==> config.mk <==
export PLATFORM = sky130hd
export DESIGN_NAME = glyph_rect_rasterizer_top
export DESIGN_NICKNAME = d
export VERILOG_FILES = /design/src/hw/rtl/grr_pkg.sv /design/src/hw/rtl/grr_dot_clip.sv /design/src/hw/rtl/glyph_rect_rasterizer_top.sv
export SDC_FILE = /design/constraint.sdc
export NUM_CORES = 1
export LEC_CHECK = 0
export ABC_AREA = 1
export BUFFER_PORTS_ARGS = -buffer_cell sky130_fd_sc_hd__buf_2
export CAP_MARGIN = 20
export CORE_ASPECT_RATIO = 0.5
export CORE_UTILIZATION = 30
export CTS_BUF_LIST = sky130_fd_sc_hd__clkbuf_8
export CTS_CLUSTER_DIAMETER = 60
export DETAILED_ROUTE_END_ITERATION = 7
export PLACE_DENSITY = 0.46
export SLEW_MARGIN = 25
export SYNTH_ARGS = -nofsm -noshare
export SYNTH_HDL_FRONTEND = slang
export SYNTH_HIERARCHICAL = 1
export SYNTH_SLANG_ARGS = --single-unit
==> constraint.sdc <==
create_clock -name clock -period 12.4 [get_ports clock]
set_input_delay 1.24 -clock clock [delete_from_list [all_inputs] [get_ports clock]]
set_output_delay 1.24 -clock clock [all_outputs]
set_load 0.005 [all_outputs]
==> src/hw/rtl/grr_pkg.sv <==
`default_nettype none
// ----------------------------------------------------------------------------
// grr_pkg
// Shared types, register indexes and the 5x7 font table of the glyph
// rectangle rasterizer.
// ----------------------------------------------------------------------------
package grr_pkg;

   localparam int FontCols = 5;
   localparam int FontRows = 7;

   localparam logic [7:0] CodeDigit0 = 8'h30;
   localparam logic [7:0] CodeDigit9 = 8'h39;
   localparam logic [7:0] CodeLetterA = 8'h41;
   localparam logic [7:0] CodeLetterZ = 8'h5A;

   localparam logic [2:0] LastCol = 3'd4;
   localparam logic [2:0] LastRow = 3'd6;

   // configuration register indexes
   localparam logic [1:0] CSR_GLYPH_SCALE   = 2'd0;
   localparam logic [1:0] CSR_TEXT_COLOR    = 2'd1;
   localparam logic [1:0] CSR_SCREEN_WIDTH  = 2'd2;
   localparam logic [1:0] CSR_SCREEN_HEIGHT = 2'd3;

   localparam logic [7:0]  ResetScale  = 8'd1;
   localparam logic [15:0] ResetColor  = 16'hFFFF;
   localparam logic [11:0] ResetWidth  = 12'd320;
   localparam logic [11:0] ResetHeight = 12'd240;

   typedef enum logic [1:0] {
      ST_IDLE,
      ST_SCAN,
      ST_FLUSH
   } state_type;

   typedef struct packed {
      logic        hit;
      logic [11:0] x;
      logic [11:0] y;
      logic [7:0]  w;
      logic [7:0]  h;
   } dot_type;

   // one glyph per entry, column c in bits [7c+6:7c], bit r is row r
   localparam logic [34:0] FONT_ROM [36] = '{
      {7'h3E, 7'h45, 7'h49, 7'h51, 7'h3E},
      {7'h00, 7'h40, 7'h7F, 7'h42, 7'h00},
      {7'h46, 7'h49, 7'h51, 7'h61, 7'h42},
      {7'h31, 7'h4B, 7'h45, 7'h41, 7'h21},
      {7'h10, 7'h7F, 7'h12, 7'h14, 7'h18},
      {7'h39, 7'h45, 7'h45, 7'h45, 7'h27},
      {7'h30, 7'h49, 7'h49, 7'h4A, 7'h3C},
      {7'h03, 7'h05, 7'h09, 7'h71, 7'h01},
      {7'h36, 7'h49, 7'h49, 7'h49, 7'h36},
      {7'h1E, 7'h29, 7'h49, 7'h49, 7'h06},
      {7'h7E, 7'h11, 7'h11, 7'h11, 7'h7E},
      {7'h36, 7'h49, 7'h49, 7'h49, 7'h7F},
      {7'h22, 7'h41, 7'h41, 7'h41, 7'h3E},
      {7'h1C, 7'h22, 7'h41, 7'h41, 7'h7F},
      {7'h41, 7'h49, 7'h49, 7'h49, 7'h7F},
      {7'h01, 7'h09, 7'h09, 7'h09, 7'h7F},
      {7'h7A, 7'h49, 7'h49, 7'h41, 7'h3E},
      {7'h7F, 7'h08, 7'h08, 7'h08, 7'h7F},
      {7'h00, 7'h41, 7'h7F, 7'h41, 7'h00},
      {7'h01, 7'h3F, 7'h41, 7'h40, 7'h20},
      {7'h41, 7'h22, 7'h14, 7'h08, 7'h7F},
      {7'h40, 7'h40, 7'h40, 7'h40, 7'h7F},
      {7'h7F, 7'h02, 7'h0C, 7'h02, 7'h7F},
      {7'h7F, 7'h10, 7'h08, 7'h04, 7'h7F},
      {7'h3E, 7'h41, 7'h41, 7'h41, 7'h3E},
      {7'h06, 7'h09, 7'h09, 7'h09, 7'h7F},
      {7'h5E, 7'h21, 7'h51, 7'h41, 7'h3E},
      {7'h46, 7'h29, 7'h19, 7'h09, 7'h7F},
      {7'h31, 7'h49, 7'h49, 7'h49, 7'h46},
      {7'h01, 7'h01, 7'h7F, 7'h01, 7'h01},
      {7'h3F, 7'h40, 7'h40, 7'h40, 7'h3F},
      {7'h1F, 7'h20, 7'h40, 7'h20, 7'h1F},
      {7'h7F, 7'h20, 7'h18, 7'h20, 7'h7F},
      {7'h63, 7'h14, 7'h08, 7'h14, 7'h63},
      {7'h07, 7'h08, 7'h70, 7'h08, 7'h07},
      {7'h43, 7'h45, 7'h49, 7'h51, 7'h61}
   };

   // dot column of a character, blank for codes without a glyph
   function automatic logic [6:0] font_col(input logic [7:0] code, input logic [2:0] col);
      logic [7:0]  gidx;
      logic        has_glyph;
      logic [34:0] glyph;
      gidx      = 8'd0;
      has_glyph = 1'b0;
      glyph     = '0;
      if (code >= CodeDigit0 && code <= CodeDigit9) begin
         gidx      = code - CodeDigit0;
         has_glyph = 1'b1;
      end else if (code >= CodeLetterA && code <= CodeLetterZ) begin
         gidx      = code - CodeLetterA + 8'd10;
         has_glyph = 1'b1;
      end
      if (has_glyph) begin
         glyph = FONT_ROM[gidx[5:0]];
      end
      case (col)
         3'd0:    font_col = glyph[6:0];
         3'd1:    font_col = glyph[13:7];
         3'd2:    font_col = glyph[20:14];
         3'd3:    font_col = glyph[27:21];
         3'd4:    font_col = glyph[34:28];
         default: font_col = 7'd0;
      endcase
   endfunction

endpackage
`default_nettype wire

==> src/hw/rtl/grr_dot_clip.sv <==
`default_nettype none
// ----------------------------------------------------------------------------
// grr_dot_clip
// Screen test and clipping of one font dot square at a wrapped position.
// ----------------------------------------------------------------------------
module grr_dot_clip
   import grr_pkg::*;
(
   input  wire logic        dot_set,
   input  wire logic [15:0] pos_x,
   input  wire logic [15:0] pos_y,
   input  wire logic [7:0]  scale,
   input  wire logic [11:0] screen_w,
   input  wire logic [11:0] screen_h,
   output dot_type          dot
);

   logic        on_x;
   logic        on_y;
   logic [12:0] end_x;
   logic [12:0] end_y;
   logic [11:0] room_x;
   logic [11:0] room_y;

   always_comb begin
      on_x   = pos_x < {4'd0, screen_w};
      on_y   = pos_y < {4'd0, screen_h};
      end_x  = {1'b0, pos_x[11:0]} + {5'd0, scale};
      end_y  = {1'b0, pos_y[11:0]} + {5'd0, scale};
      room_x = screen_w - pos_x[11:0];
      room_y = screen_h - pos_y[11:0];

      dot.hit = dot_set && (scale != 8'd0) && on_x && on_y;
      dot.x   = pos_x[11:0];
      dot.y   = pos_y[11:0];
      // clipped room is below scale whenever the square runs past the edge
      dot.w   = (end_x > {1'b0, screen_w}) ? room_x[7:0] : scale;
      dot.h   = (end_y > {1'b0, screen_h}) ? room_y[7:0] : scale;
   end

endmodule
`default_nettype wire

==> src/hw/rtl/glyph_rect_rasterizer_top.sv <==
`default_nettype none
// Flow: a request is taken only while idle, then the scan state visits the 35
// dots column by column, then the flush state sends the final rectangle, if any.
// A new character is not taken until the previous one is through flush; the
// single clip unit checks one dot at a time, and rsp_stall can hold the scan.
// Reset: pen position cleared, registers back to scale 1, white, 320x240,
// sequencer idle and no result beat pending.
// ----------------------------------------------------------------------------
// glyph_rect_rasterizer_top
// 5x7 font character generator that turns each set dot that lands on the
// screen into a clipped filled rectangle.
// ----------------------------------------------------------------------------
module glyph_rect_rasterizer_top
   import grr_pkg::*;
(
   input  wire logic        clock,
   input  wire logic        reset,

   input  wire logic        req_valid,
   output logic             req_stall,
   input  wire logic [7:0]  req_char_code,
   input  wire logic [15:0] req_origin_x,
   input  wire logic [15:0] req_origin_y,
   input  wire logic        req_new_string,

   output logic             rsp_valid,
   input  wire logic        rsp_stall,
   output logic [11:0]      rsp_rect_x,
   output logic [11:0]      rsp_rect_y,
   output logic [7:0]       rsp_rect_width,
   output logic [7:0]       rsp_rect_height,
   output logic [15:0]      rsp_rect_color,
   output logic             rsp_last_rect,

   input  wire logic        csr_valid,
   output logic             csr_ready,
   input  wire logic [1:0]  csr_index,
   input  wire logic [15:0] csr_data
);

   state_type   state_ff, state_in;

   logic [7:0]  scale_ff;
   logic [15:0] color_ff;
   logic [11:0] screen_w_ff;
   logic [11:0] screen_h_ff;

   logic [15:0] pen_x_ff, pen_x_in;
   logic [15:0] pen_y_ff, pen_y_in;
   logic [15:0] cur_x_ff, cur_x_in;
   logic [15:0] cur_y_ff, cur_y_in;
   logic [2:0]  col_ff, col_in;
   logic [2:0]  row_ff, row_in;
   logic [7:0]  code_ff, code_in;

   dot_type     pend_ff, pend_in;
   logic        pend_valid_ff, pend_valid_in;

   logic        out_valid_ff, out_valid_in;
   dot_type     out_dot_ff, out_dot_in;
   logic        out_last_ff, out_last_in;

   logic [6:0]  col_bits;
   dot_type     dot;
   logic        out_free;
   logic        accept;
   logic [15:0] step;
   logic [15:0] advance;

   assign col_bits = font_col(code_ff, col_ff);
   assign step     = {8'd0, scale_ff};
   assign advance  = {6'd0, scale_ff, 2'd0} + {7'd0, scale_ff, 1'd0};

   grr_dot_clip u_dot_clip (
      .dot_set  (col_bits[row_ff]),
      .pos_x    (cur_x_ff),
      .pos_y    (cur_y_ff),
      .scale    (scale_ff),
      .screen_w (screen_w_ff),
      .screen_h (screen_h_ff),
      .dot      (dot)
   );

   assign req_stall = (state_ff != ST_IDLE);
   assign accept    = req_valid && !req_stall;
   assign out_free  = !out_valid_ff || !rsp_stall;
   assign csr_ready = 1'b1;

   always_comb begin
      state_in      = state_ff;
      pen_x_in      = pen_x_ff;
      pen_y_in      = pen_y_ff;
      cur_x_in      = cur_x_ff;
      cur_y_in      = cur_y_ff;
      col_in        = col_ff;
      row_in        = row_ff;
      code_in       = code_ff;
      pend_in       = pend_ff;
      pend_valid_in = pend_valid_ff;
      out_valid_in  = out_valid_ff && rsp_stall;
      out_dot_in    = out_dot_ff;
      out_last_in   = out_last_ff;

      unique case (state_ff)
         ST_IDLE: begin
            if (accept) begin
               code_in  = req_char_code;
               col_in   = 3'd0;
               row_in   = 3'd0;
               state_in = ST_SCAN;
               if (req_new_string) begin
                  pen_x_in = req_origin_x;
                  pen_y_in = req_origin_y;
                  cur_x_in = req_origin_x;
                  cur_y_in = req_origin_y;
               end else begin
                  cur_x_in = pen_x_ff;
                  cur_y_in = pen_y_ff;
               end
            end
         end
         ST_SCAN: begin
            // a hit pushes the held rectangle out, so it waits for a free slot
            if (!dot.hit || !pend_valid_ff || out_free) begin
               if (dot.hit) begin
                  if (pend_valid_ff) begin
                     out_valid_in = 1'b1;
                     out_dot_in   = pend_ff;
                     out_last_in  = 1'b0;
                  end
                  pend_in       = dot;
                  pend_valid_in = 1'b1;
               end
               if (row_ff == LastRow) begin
                  row_in   = 3'd0;
                  cur_y_in = pen_y_ff;
                  if (col_ff == LastCol) begin
                     state_in = ST_FLUSH;
                  end else begin
                     col_in   = col_ff + 3'd1;
                     cur_x_in = cur_x_ff + step;
                  end
               end else begin
                  row_in   = row_ff + 3'd1;
                  cur_y_in = cur_y_ff + step;
               end
            end
         end
         ST_FLUSH: begin
            if (!pend_valid_ff || out_free) begin
               if (pend_valid_ff) begin
                  out_valid_in  = 1'b1;
                  out_dot_in    = pend_ff;
                  out_last_in   = 1'b1;
                  pend_valid_in = 1'b0;
               end
               pen_x_in = pen_x_ff + advance;
               state_in = ST_IDLE;
            end
         end
         default: begin
            state_in = ST_IDLE;
         end
      endcase
   end

   always_ff @(posedge clock) begin
      if (reset) begin
         state_ff      <= ST_IDLE;
         pen_x_ff      <= 16'd0;
         pen_y_ff      <= 16'd0;
         pend_valid_ff <= 1'b0;
         out_valid_ff  <= 1'b0;
         col_ff        <= 3'd0;
         row_ff        <= 3'd0;
      end else begin
         state_ff      <= state_in;
         pen_x_ff      <= pen_x_in;
         pen_y_ff      <= pen_y_in;
         pend_valid_ff <= pend_valid_in;
         out_valid_ff  <= out_valid_in;
         col_ff        <= col_in;
         row_ff        <= row_in;
      end
   end

   always_ff @(posedge clock) begin
      cur_x_ff    <= cur_x_in;
      cur_y_ff    <= cur_y_in;
      code_ff     <= code_in;
      pend_ff     <= pend_in;
      out_dot_ff  <= out_dot_in;
      out_last_ff <= out_last_in;
   end

   always_ff @(posedge clock) begin
      if (reset) begin
         scale_ff    <= ResetScale;
         color_ff    <= ResetColor;
         screen_w_ff <= ResetWidth;
         screen_h_ff <= ResetHeight;
      end else if (csr_valid && csr_ready) begin
         unique case (csr_index)
            CSR_GLYPH_SCALE:   scale_ff    <= csr_data[7:0];
            CSR_TEXT_COLOR:    color_ff    <= csr_data;
            CSR_SCREEN_WIDTH:  screen_w_ff <= csr_data[11:0];
            CSR_SCREEN_HEIGHT: screen_h_ff <= csr_data[11:0];
            default: begin
            end
         endcase
      end
   end

   assign rsp_valid       = out_valid_ff;
   assign rsp_rect_x      = out_dot_ff.x;
   assign rsp_rect_y      = out_dot_ff.y;
   assign rsp_rect_width  = out_dot_ff.w;
   assign rsp_rect_height = out_dot_ff.h;
   assign rsp_rect_color  = color_ff;
   assign rsp_last_rect   = out_last_ff;

`ifndef SYNTHESIS
   a_accept_starts_scan: assert property (@(posedge clock) disable iff (reset)
      accept |=> (state_ff == ST_SCAN))
      else $error("accepted beat did not start a scan");

   a_idle_no_held_rect: assert property (@(posedge clock) disable iff (reset)
      (state_ff == ST_IDLE) |-> !pend_valid_ff)
      else $error("held rectangle left behind at idle");

   a_scan_counters: assert property (@(posedge clock) disable iff (reset)
      (state_ff == ST_SCAN) |-> (row_ff <= LastRow && col_ff <= LastCol))
      else $error("dot counters out of range");

   a_nonzero_size: assert property (@(posedge clock) disable iff (reset)
      out_valid_ff |-> (out_dot_ff.w != 8'd0 && out_dot_ff.h != 8'd0))
      else $error("empty rectangle on the result channel");
`endif

endmodule
`default_nettype wire

Yosys cells after proc, flatten, opt, wreduce, memory -nomap -nowiden
Memories as Yosys holds them, arrays and structs flattened.
Cells that the tools add are included.
{"block": "totals", "register_bits": 212, "mem_bits_ro": 2240, "in_bits": 64, "output_inout_bits": 60, "elab_cells": 163, "n_memories": 1}
{"name": "(name not given)", "words": 64, "width": 35, "rd": 1, "rd_ports_with_merged_regs": 0, "wr": 0, "line": "grr_pkg.sv:101", "rtl": "glyph = FONT_ROM[gidx[5:0]];"}
{"block": "op_classes", "addsub": 13, "order_cmp": 10, "eq_ne": 19, "n_mux": 59, "n_bitwise": 1, "reduce_logical": 36}
{"op": "$mux W41", "count": 4}
{"op": "$mux W16", "count": 10}
{"op": "$mux W35", "count": 3}
{"op": "$pmux W16 S2", "count": 3}
{"op": "$pmux W41 S2", "count": 1}
{"op": "$pmux W7 S5", "count": 1}
{"op": "$add A16 B8 Y16", "count": 2}
{"op": "$lt A16 B12 Y1", "count": 2}
{"op": "$add A12 B8 Y13", "count": 2}
{"op": "$gt A13 B12 Y1", "count": 2}
{"op": "$mux W3", "count": 6}
{"op": "$ne A2 B2 Y1 const B", "count": 9}
{"op": "$add A16 B11 Y16", "count": 1}
{"op": "$mux W8", "count": 2}
{"op": "$sub A8 B8 Y8", "count": 2}
{"op": "$mux W1", "count": 15}
{"op": "$mux W6", "count": 2}
{"op": "$pmux W3 S2", "count": 2}
{"op": "$add A10 B9 Y11", "count": 1}
{"op": "$mux W2", "count": 5}
{"op": "$reduce_and A2 Y1", "count": 5}
{"op": "$reduce_and A5 Y1", "count": 2}
{"op": "$reduce_and A3 Y1", "count": 3}
{"op": "$ge A8 B6 Y1 const B", "count": 1}
{"op": "27 further kinds", "count": 52}

Depth between registers and ports, before layout
Gate-level depths: netlist of run 1.
{"block": "logic_depth", "word_depth": 20, "ltp_mapped": 43, "mapped_depth_nobuf": 43}

Hierarchy
The synthesis of run 1 kept the hierarchy.
{"mod": "glyph_rect_rasterizer_top", "instances": 1, "cells_each": 1411, "area_each_um2": 11698.7, "seq_area_each_um2": 5435.2}
{"mod": "grr_dot_clip", "instances": 1, "cells_each": 492, "area_each_um2": 3099.2, "seq_area_each_um2": 0.0}

Least setup slack after synthesis of run 1
No wires, ideal clock.
{"block": "synth_path", "kind": "register -> register", "startpoint": "reg code_ff[0]", "endpoint": "reg col_ff[2]", "setup_ns": 0.121, "arrival_ns": 6.478, "t_required_ns": 12.279, "slack_ns": 5.801, "stages_incl_launch_ff": 41, "n_path_buf": 1, "period_less_slack_ns": 6.599, "path_cell_list": "edfxtp_1 inv_1 ha_1 o21ai_2 nand2_1 nand2_2 buf_6 inv_4 nand2_1 nand2_2 nand2_2 inv_1 ha_1 inv_1 nand3_1 inv_1 nor2_1 o21ai_0 [5 not listed] nor2_1 nand2_1 nand2_1 nor2_1 nand3b_1 nor2_1 nand3_1 nor2_1 nand2_1 nor2_1 nand2_1 nor2_1 nor3_1 inv_1 nor3_1 inv_1 o21ai_0 a21oi_1"}
{"element": "start, declared", "line": "glyph_rect_rasterizer_top.sv:54", "rtl": "logic [7:0] code_ff, code_in;"}
{"element": "start signal, assigned", "line": "glyph_rect_rasterizer_top.sv:190", "rtl": "code_ff <= code_in;"}
{"element": "end signal, assigned", "line": "glyph_rect_rasterizer_top.sv:182", "rtl": "col_ff <= col_in;"}
{"element": "end, declared", "line": "glyph_rect_rasterizer_top.sv:52", "rtl": "logic [2:0] col_ff, col_in;"}

==> flow_summary_export.csv, run 1 <==
group,metric,value,unit
logic_synthesis,syn_inst,1903,
critical_path,r2r-end,"col_ff[1]$_SDFFE_PP0P_",
route,drt_first_pass_iters,7,
grt,grt_usage,18.1,%
logic_synthesis,ys_ff_latch,211,
finish,final_common_cell,"nand2_1",
die,ios,124,
route,drt_iter0_drc,989,
logic_synthesis,async_reset_ff_share,0,%
logic_synthesis,synth_ff_type,"edfxtp_1",
grt,grt_pass1_wl,70.9,mm
cts,cts_resized,0,
cts,cts.sinks,211,
placed_design,gp_congestion,0.951,
run_status,violations,"DRC",
logic_synthesis,yosysSeqAreaShare,36.7,%
placed_design,dp.cells,2614,
cts,post_cts_buffers,0,
finish,instances_no_fill,2679,
timing,slew_violations,0,
timing,fin_tns_setup,0,ns
logic_synthesis,yosysUniqueCellTypes,59,
critical_path,crit_required,12.87,ns
logic_synthesis,syn_area,14800,µm²
pwr,irDropWorstVdd,0.0690,mV
die,die_x,316,µm
logic_synthesis,yosysTopAreaCell,"edfxtp_1",
critical_path,critical_path_peak_fanout,20,
pwr,p_leak,7.87,nW
cts,htree_levels,2,
critical_path,r2r-start,"code_ff[0]$_DFFE_PP_",
route,drt-total-wl,45.5,mm
die,start_util,30.5,%
timing,rsz0062_at_grt,"false",
cts,clock-root-buffer,"clkbuf_8",
die,core,48600,µm²
grt,grt_pass1_vias,12200,
die,rows,57,
pwr,power-per-cell-area,196,nW/µm²
critical_path,crit_top_cell,"nand2_1",
logic_synthesis,ys_warn_count,6,
grt,antenna_found_initial,0,
route,drcViolationCount,2,
logic_synthesis,synth.top_cell.area_share,24.6,%
timing,skew,0.0465,ns
finish,num_antenna_cells,0,
finish,mostFrequentLayoutCells,"442 x nand2_1, 224 x inv_1, 184 x nor2_1",
timing,max-slew-margin-rel,41.9,%
hold_path,min_to,"rsp_rect_y[11]$_DFFE_PP_",
finish,area_delta_synth_final,12.4,%
route,via_per_inst,4.77,
logic_synthesis,synth_edf_count,121,
route,postRouteAntennaNets,0,
die,dieHeight,159,µm
route,vias,12800,
run_status,outcome,"finished, violations left",
critical_path,arrival,6.10,ns
timing,finalCritPeriodShare,45.5,%
cts,clk_pin_slew,0.06,ns
critical_path,critPathKind,"reg2reg",
route,avgRoutedWirePerCell,17.0,µm
critical_path,end_kind,"register",
critical_path,reg2reg_depth,38,
timing,setup_viol,0,
critical_path,start_kind,"register",
timing,period_needed,5.64,ns
cts,cts_hold_buffers,0,
logic_synthesis,syn-mean-instance-area,7.78,µm²
critical_path,rrSetupSlack,6.76,ns
finish,drive_gt1_share,13.0,%
logic_synthesis,synthTopCellsByArea,"edfxtp_1 25%, dfxtp_1 12%, nand2_1 11%",
grt,grt_max_degree,63,
grt,overflow,0,
timing,max_freq,0.177,GHz
timing,worst_slew_pin_slew,0.871,ns
placed_design,place_hpwl,33.9,mm
hold_path,hold_start,"pend_ff[27]$_DFFE_PP_",
cts,clk_latency,0.56,ns
finish,finish.net_count,2212,
logic_synthesis,syn_nets,2111,
cts,numCtsBuffers,37,
die,dieArea,50300,µm²
critical_path,cpPeakStageDelay,0.44,ns
critical_path,cp_slowest_cell,"edfxtp_1",
placed_design,port_buffers,122,
cts,cts_buffer_depth,3,
hold_path,hold_path_class,"reg2reg",
job,max_cap_viol_count,0,
cts,cts_tree,"done",
timing,hold_viol_final,0,
hold_path,min_path_cells,0,
## cells by family after synthesis
kind of cell             after synthesis  share of synthesized area (%)
AO/OA/AOI/OAI                        314                           11.8
XOR/XNOR                              49                           2.95
adder cells (fa/ha/maj)              144                           12.9
buffers and inverters                298                           8.69
flip-flops                           211                           36.7
multiplexers                          24                           1.63
other                                  1                         0.0253
AND/OR/NAND/NOR                      862                           25.3
## routing by layer
| metal | track usage, % | routed length (µm) |
|---|---|---|
| met1 | 25.6 | 22200 |
| met4 | 4.96 | 1060 |
| met5 | 0 | 0 |
| met3 | 3.10 | 2380 |
| met2 | 28.2 | 19900 |
## report_power, final
group	internal, W	switching [W]
registers	0.000917	0.000190
logic	0.000549	0.000984
clock network	0.000329	0.000293
total	0.00180	0.00147
## how the worst max path moves through the flow
stage,start,end,slack (ns),cells after the start
6_report,code_ff[0]$_DFFE_PP_,col_ff[1]$_SDFFE_PP0P_,6.76,38
3_5_place_dp,code_ff[0]$_DFFE_PP_,col_ff[1]$_SDFFE_PP0P_,6.85,38
2_1_floorplan,code_ff[0]$_DFFE_PP_,col_ff[2]$_SDFFE_PP0P_,5.80,40
3_3_place_gp,code_ff[0]$_DFFE_PP_,col_ff[1]$_SDFFE_PP0P_,6.79,38
4_1_cts,code_ff[0]$_DFFE_PP_,col_ff[1]$_SDFFE_PP0P_,6.82,42
5_1_grt,code_ff[0]$_DFFE_PP_,col_ff[1]$_SDFFE_PP0P_,6.05,38
## synth_stat cells (5+ instances only)
cell type,count
nand4_1,14
mux2i_1,23
dfxtp_1,90
nand3_2,5
clkbuf_1,37
nand2_4,6
inv_2,6
nor2_1,185
a21o_1,5
inv_1,207
xor2_1,30
o21ai_1,12
a221oi_1,5
a21oi_1,131
nand3_1,147
o21ai_0,108
xnor2_1,18
edfxtp_1,121
or2_2,8
ha_1,130
o22ai_1,7
nand2_2,21
fa_1,14
o21bai_1,7
nand2_1,442
o211ai_1,8
a31oi_1,9
buf_4,26
buf_2,7
nor3_1,16
a211oi_1,5
buf_6,5
## worst max-delay path: cells and delay by family, from the launching register on
family	cells	cell delay, ns
AND/OR/NAND/NOR	23	2.48
AO/OA/AOI/OAI	6	1.00
flip-flops	1	0.44
adder cells (fa/ha/maj)	2	0.52
buffers and inverters	7	1.09
## flip-flops by register name, summed over array words and instances (netlist names), 2 cells and up
name / cells
rsp_rect_height: 8
rsp_rect_y: 12
pend_ff: 40
cur_y_ff: 16
state_ff: 2
screen_w_ff: 12
code_ff: 8
rsp_rect_color: 16
screen_h_ff: 12
col_ff: 3
cur_x_ff: 16
rsp_rect_width: 8
pen_x_ff: 16
rsp_rect_x: 12
row_ff: 3
pen_y_ff: 16
scale_ff: 8
## metrics by stage
stage	instance area, µm²	setup slack [ns]	util, %	total power (W)	hold slack, ns
final	16600	6.76	34.3	0.00326	0.408
after global routing	16600	6.05	34.3	0.00356	0.423
after CTS	16600	6.82	34.2	0.00329	0.412
after detailed placement	15900	6.85	32.8	0.00265	0.406
after global placement	15900	6.79	32.8	0.00266	0.403
after floorplan	14800	5.80	-	0.00224	0.400
## layout make-up
type,count,area [µm²]
Clock buffer,42,578
Multi-Input combinational cell,1394,8100
Timing Repair Buffer,141,756
Tap cell,649,812
Clock inverter,23,123
Sequential cell,211,5440
Fill cell,5168,31900
Inverter,219,830
No activity file was read; power rests on OpenSTA's default activity.
==> run 2, diff against run 1 <==
--- a/config.mk
+++ b/config.mk
@@ -5,7 +5,7 @@
 export SDC_FILE = /design/constraint.sdc
 export NUM_CORES = 1
 export LEC_CHECK = 0
-export ABC_AREA = 1
+export ABC_AREA = 0
 export BUFFER_PORTS_ARGS = -buffer_cell sky130_fd_sc_hd__buf_2
 export CAP_MARGIN = 20
 export CORE_ASPECT_RATIO = 0.5
==> constraint.sdc (replaced) <==
create_clock -name clock -period 5.9 [get_ports clock]
set_input_delay 0.59 -clock clock [delete_from_list [all_inputs] [get_ports clock]]
set_output_delay 0.59 -clock clock [all_outputs]
set_load 0.005 [all_outputs]
==> run 2 against run 1 <==
  * The run still ends with DRC left
  * First-iteration DRC count rose by 4.6%
  * Die area rose by 0.16%
  * Core utilization rose by 1.2 points
==> flow_summary_export.csv, run 2 <==
group,metric,value,unit
route,drt_first_pass_iters,7,
route,drt_iter0_drc,1034,
logic_synthesis,syn_area,14800,µm²
route,vias,12800,
critical_path,r2r-end,"pend_ff[14]$_DFFE_PP_",
die,dieArea,50400,µm²
cts,clk_latency,0.57,ns
finish,mostFrequentLayoutCells,"200 x nand2_1, 138 x a21oi_1, 126 x ha_1",
logic_synthesis,synth_edf_count,121,
cts,cts_buffer_depth,3,
logic_synthesis,synth_common_cells,"200 x nand2_1, 138 x a21oi_1, 130 x ha_1",
critical_path,cp_top_family,"compound AO/OA/AOI/OAI gates",
critical_path,crit_required,6.14,ns
logic_synthesis,synthMuxAreaShare,3.31,%
logic_synthesis,yosysUniqueCellTypes,94,
route,postRouteAntennaNets,0,
logic_synthesis,syn_inst,1655,
logic_synthesis,syn_nets,1863,
logic_synthesis,yosys.area_share.adder,12.9,%
pwr,irDropWorstVdd,0.190,mV
critical_path,critical_path_peak_fanout,8,
critical_path,reg2reg_depth,26,
run_status,violations,"DRC",
grt,overflow,0,
logic_synthesis,syn-mean-instance-area,8.96,µm²
die,rows,57,
die,core,48600,µm²
logic_synthesis,synth-simple-area-share,16.8,%
critical_path,rrSetupSlack,0.27,ns
grt,grt_max_degree,58,
logic_synthesis,synth_top_family_by_area,"compound AO/OA/AOI/OAI gates",
cts,clk_pin_slew,0.06,ns
finish,largest_reg_flops,40,
critical_path,arrival,5.87,ns
placed_design,port_buffers,122,
hold_path,min_to,"code_ff[7]$_DFFE_PP_",
hold_path,hold_path_class,"in2reg",
placed_design,gp_congestion,0.973,
grt,grt_pass1_wl,74.4,mm
grt,antenna_found_initial,0,
timing,period_needed,5.63,ns
finish,drive_gt1_share,17.7,%
logic_synthesis,yosysSeqAreaShare,36.7,%
placed_design,dp.cells,2382,
critical_path,crit_top_cell,"buf_4",
finish,final_common_cell,"nand2_1",
critical_path,r2r-start,"code_ff[5]$_DFFE_PP_",
timing,rsz0062_at_grt,"false",
hold_path,min_path_cells,1,
cts,cts.sinks,211,
critical_path,path_buf_inv,5,
critical_path,critPathKind,"reg2reg",
run_status,outcome,"finished, violations left",
route,drt-total-wl,49.0,mm
die,dieHeight,159,µm
logic_synthesis,synth_ff_type,"edfxtp_1",
logic_synthesis,ys_ff_latch,211,
timing,fin_tns_setup,0,ns
logic_synthesis,synth_compound_area_share,20.7,%
finish,area_delta_synth_final,16.2,%
timing,skew,0.0451,ns
timing,finalCritPeriodShare,95.4,%
finish,num_antenna_cells,0,
die,ios,124,
route,drcViolationCount,2,
critical_path,end_kind,"register",
logic_synthesis,synthTopCellsByArea,"edfxtp_1 25%, dfxtp_1 12%, ha_1 11%",
cts,cts_tree,"done",
placed_design,place_hpwl,35.8,mm
timing,worst_slew_pin_slew,1.02,ns
pwr,fin_total_pwr,0.00723,W
route,via_per_inst,5.21,
logic_synthesis,yosys.cell_count.top_type,"nand2_1",
timing,hold_viol_final,0,
die,die_x,316,µm
finish,instances_no_fill,2455,
route,avgRoutedWirePerCell,20.0,µm
timing,slew_violations,0,
critical_path,start_kind,"register",
job,max_cap_viol_count,0,
logic_synthesis,async_reset_ff_share,0,%
timing,max_freq,0.178,GHz
critical_path,cp_slowest_cell,"or3b_4",
cts,cts_hold_buffers,0,
cts,numCtsBuffers,37,
cts,clock-root-buffer,"clkbuf_8",
timing,setup_viol,0,
hold_path,hold_start,"req_char_code[7]",
pwr,power-per-cell-area,420,nW/µm²
logic_synthesis,ys_warn_count,6,
grt,grt_usage,19.0,%
pwr,p_leak,6.89,nW
finish,finish.net_count,1988,
critical_path,cpPeakStageDelay,0.39,ns
grt,grt_pass1_vias,12100,
logic_synthesis,yosysTopAreaCell,"edfxtp_1",
timing,max-slew-margin-rel,32.2,%
logic_synthesis,synthXorXnorAreaFrac,3.25,%
die,start_util,30.5,%
finish,largest-register,"pend_ff",
logic_synthesis,synth.top_cell.area_share,24.5,%
cts,htree_levels,2,
## run 2: changes by cell type in the layout (fill, tap and decap cells not counted), sizes merged, moves of 15 or more
cell / change
xnor2: +22
xor2: -16
and3: +16
nand3: -116
buf: +49
inv: -117
a211oi: +28
nand3b: +24
o21a: +15
nand2: -270
nor2b: +33
o21ai: -27
nor2: -73
## run 2: how the worst max path moves through the flow
stage	start	end	slack (ns)	cells past startpoint
6_report	code_ff[5]$_DFFE_PP_	pend_ff[14]$_DFFE_PP_	0.27	26
5_1_grt	code_ff[5]$_DFFE_PP_	pend_ff[22]$_DFFE_PP_	0.01	26
4_1_cts	code_ff[0]$_DFFE_PP_	rsp_rect_y[4]$_DFFE_PP_	0.19	25
3_5_place_dp	code_ff[0]$_DFFE_PP_	rsp_rect_height[7]$_DFFE_PP_	0.25	25
3_3_place_gp	code_ff[0]$_DFFE_PP_	rsp_rect_height[7]$_DFFE_PP_	0.38	26
2_1_floorplan	code_ff[0]$_DFFE_PP_	pend_ff[0]$_DFFE_PP_	0.01	24
## run 2: logic make-up (layout without fill, tap and decap cells)
logic type      after synthesis  count (layout)
buf+inv                     216             367
other cells                   1               1
mux                          45              45
flops                       211             211
simple gates                522             522
xor+xnor                     55              55
compound gates              461             461
fa+ha+maj                   144             144
## run 2: worst reg2reg max path: stages, from the launching register on
cell       delay [ns]
edfxtp_1         0.37
ha_1             0.14
or3b_4           0.39
a21oi_4          0.23
mux2i_1          0.26
nor2_1           0.08
buf_4            0.17
ha_1             0.22
buf_4            0.17
o21ba_2          0.21
o211ai_1         0.27
o31ai_1          0.14
a211oi_1         0.27
nor3_1           0.07
nand3_1          0.11
a32oi_1          0.08
a311oi_2         0.39
nor3b_2          0.23
nand4_1          0.13
a221oi_2         0.20
nand3_1          0.13
a311oi_2         0.29
nand2_1          0.13
buf_4            0.20
nor2_4           0.14
buf_12           0.15
clkbuf_16        0.17
## run 2: cell type report
cell class	instances	area, µm²
tap	649	812
sequential	211	5440
timing repair buffer	193	1240
clock buffer	40	551
clock inverter	25	224
multi-input combinational	1228	8550
inverter	109	409
fill	5079	31400
## run 2: power breakdown
group	switching, W	internal [W]
combinational	0.00205	0.00145
clock	0.000657	0.000808
sequential	0.000364	0.00190
total	0.00308	0.00416
## run 2: per-stage QoR
stage / utilization, % / hold slack (ns) / setup WS, ns / cell area, µm²
final: 35.4 / 0.209 / 0.269 / 17200
after global routing: 35.4 / 0.172 / 0.0134 / 17200
after CTS: 35.0 / 0.167 / 0.191 / 17000
after detailed placement: 33.4 / 0.405 / 0.248 / 16300
after global placement: 33.4 / 0.401 / 0.378 / 16300
after floorplan: - / 0.400 / 0.0139 / 14900
## run 2: timing repair
item,4_1_cts,5_1_grt
hold endpoints to repair,0,0
resized for setup,0,19
buffers inserted,0,4
endpoints found under the setup margin,0,123
## run 2: layer usage
layer	global-route usage (%)	part of all wire, %	up-vias
met3	3.18	5.4	90
met4	5.14	2.4	0
li1	-	-	6228
met5	0	0	-
met2	29.0	44	401
met1	27.5	48	6061
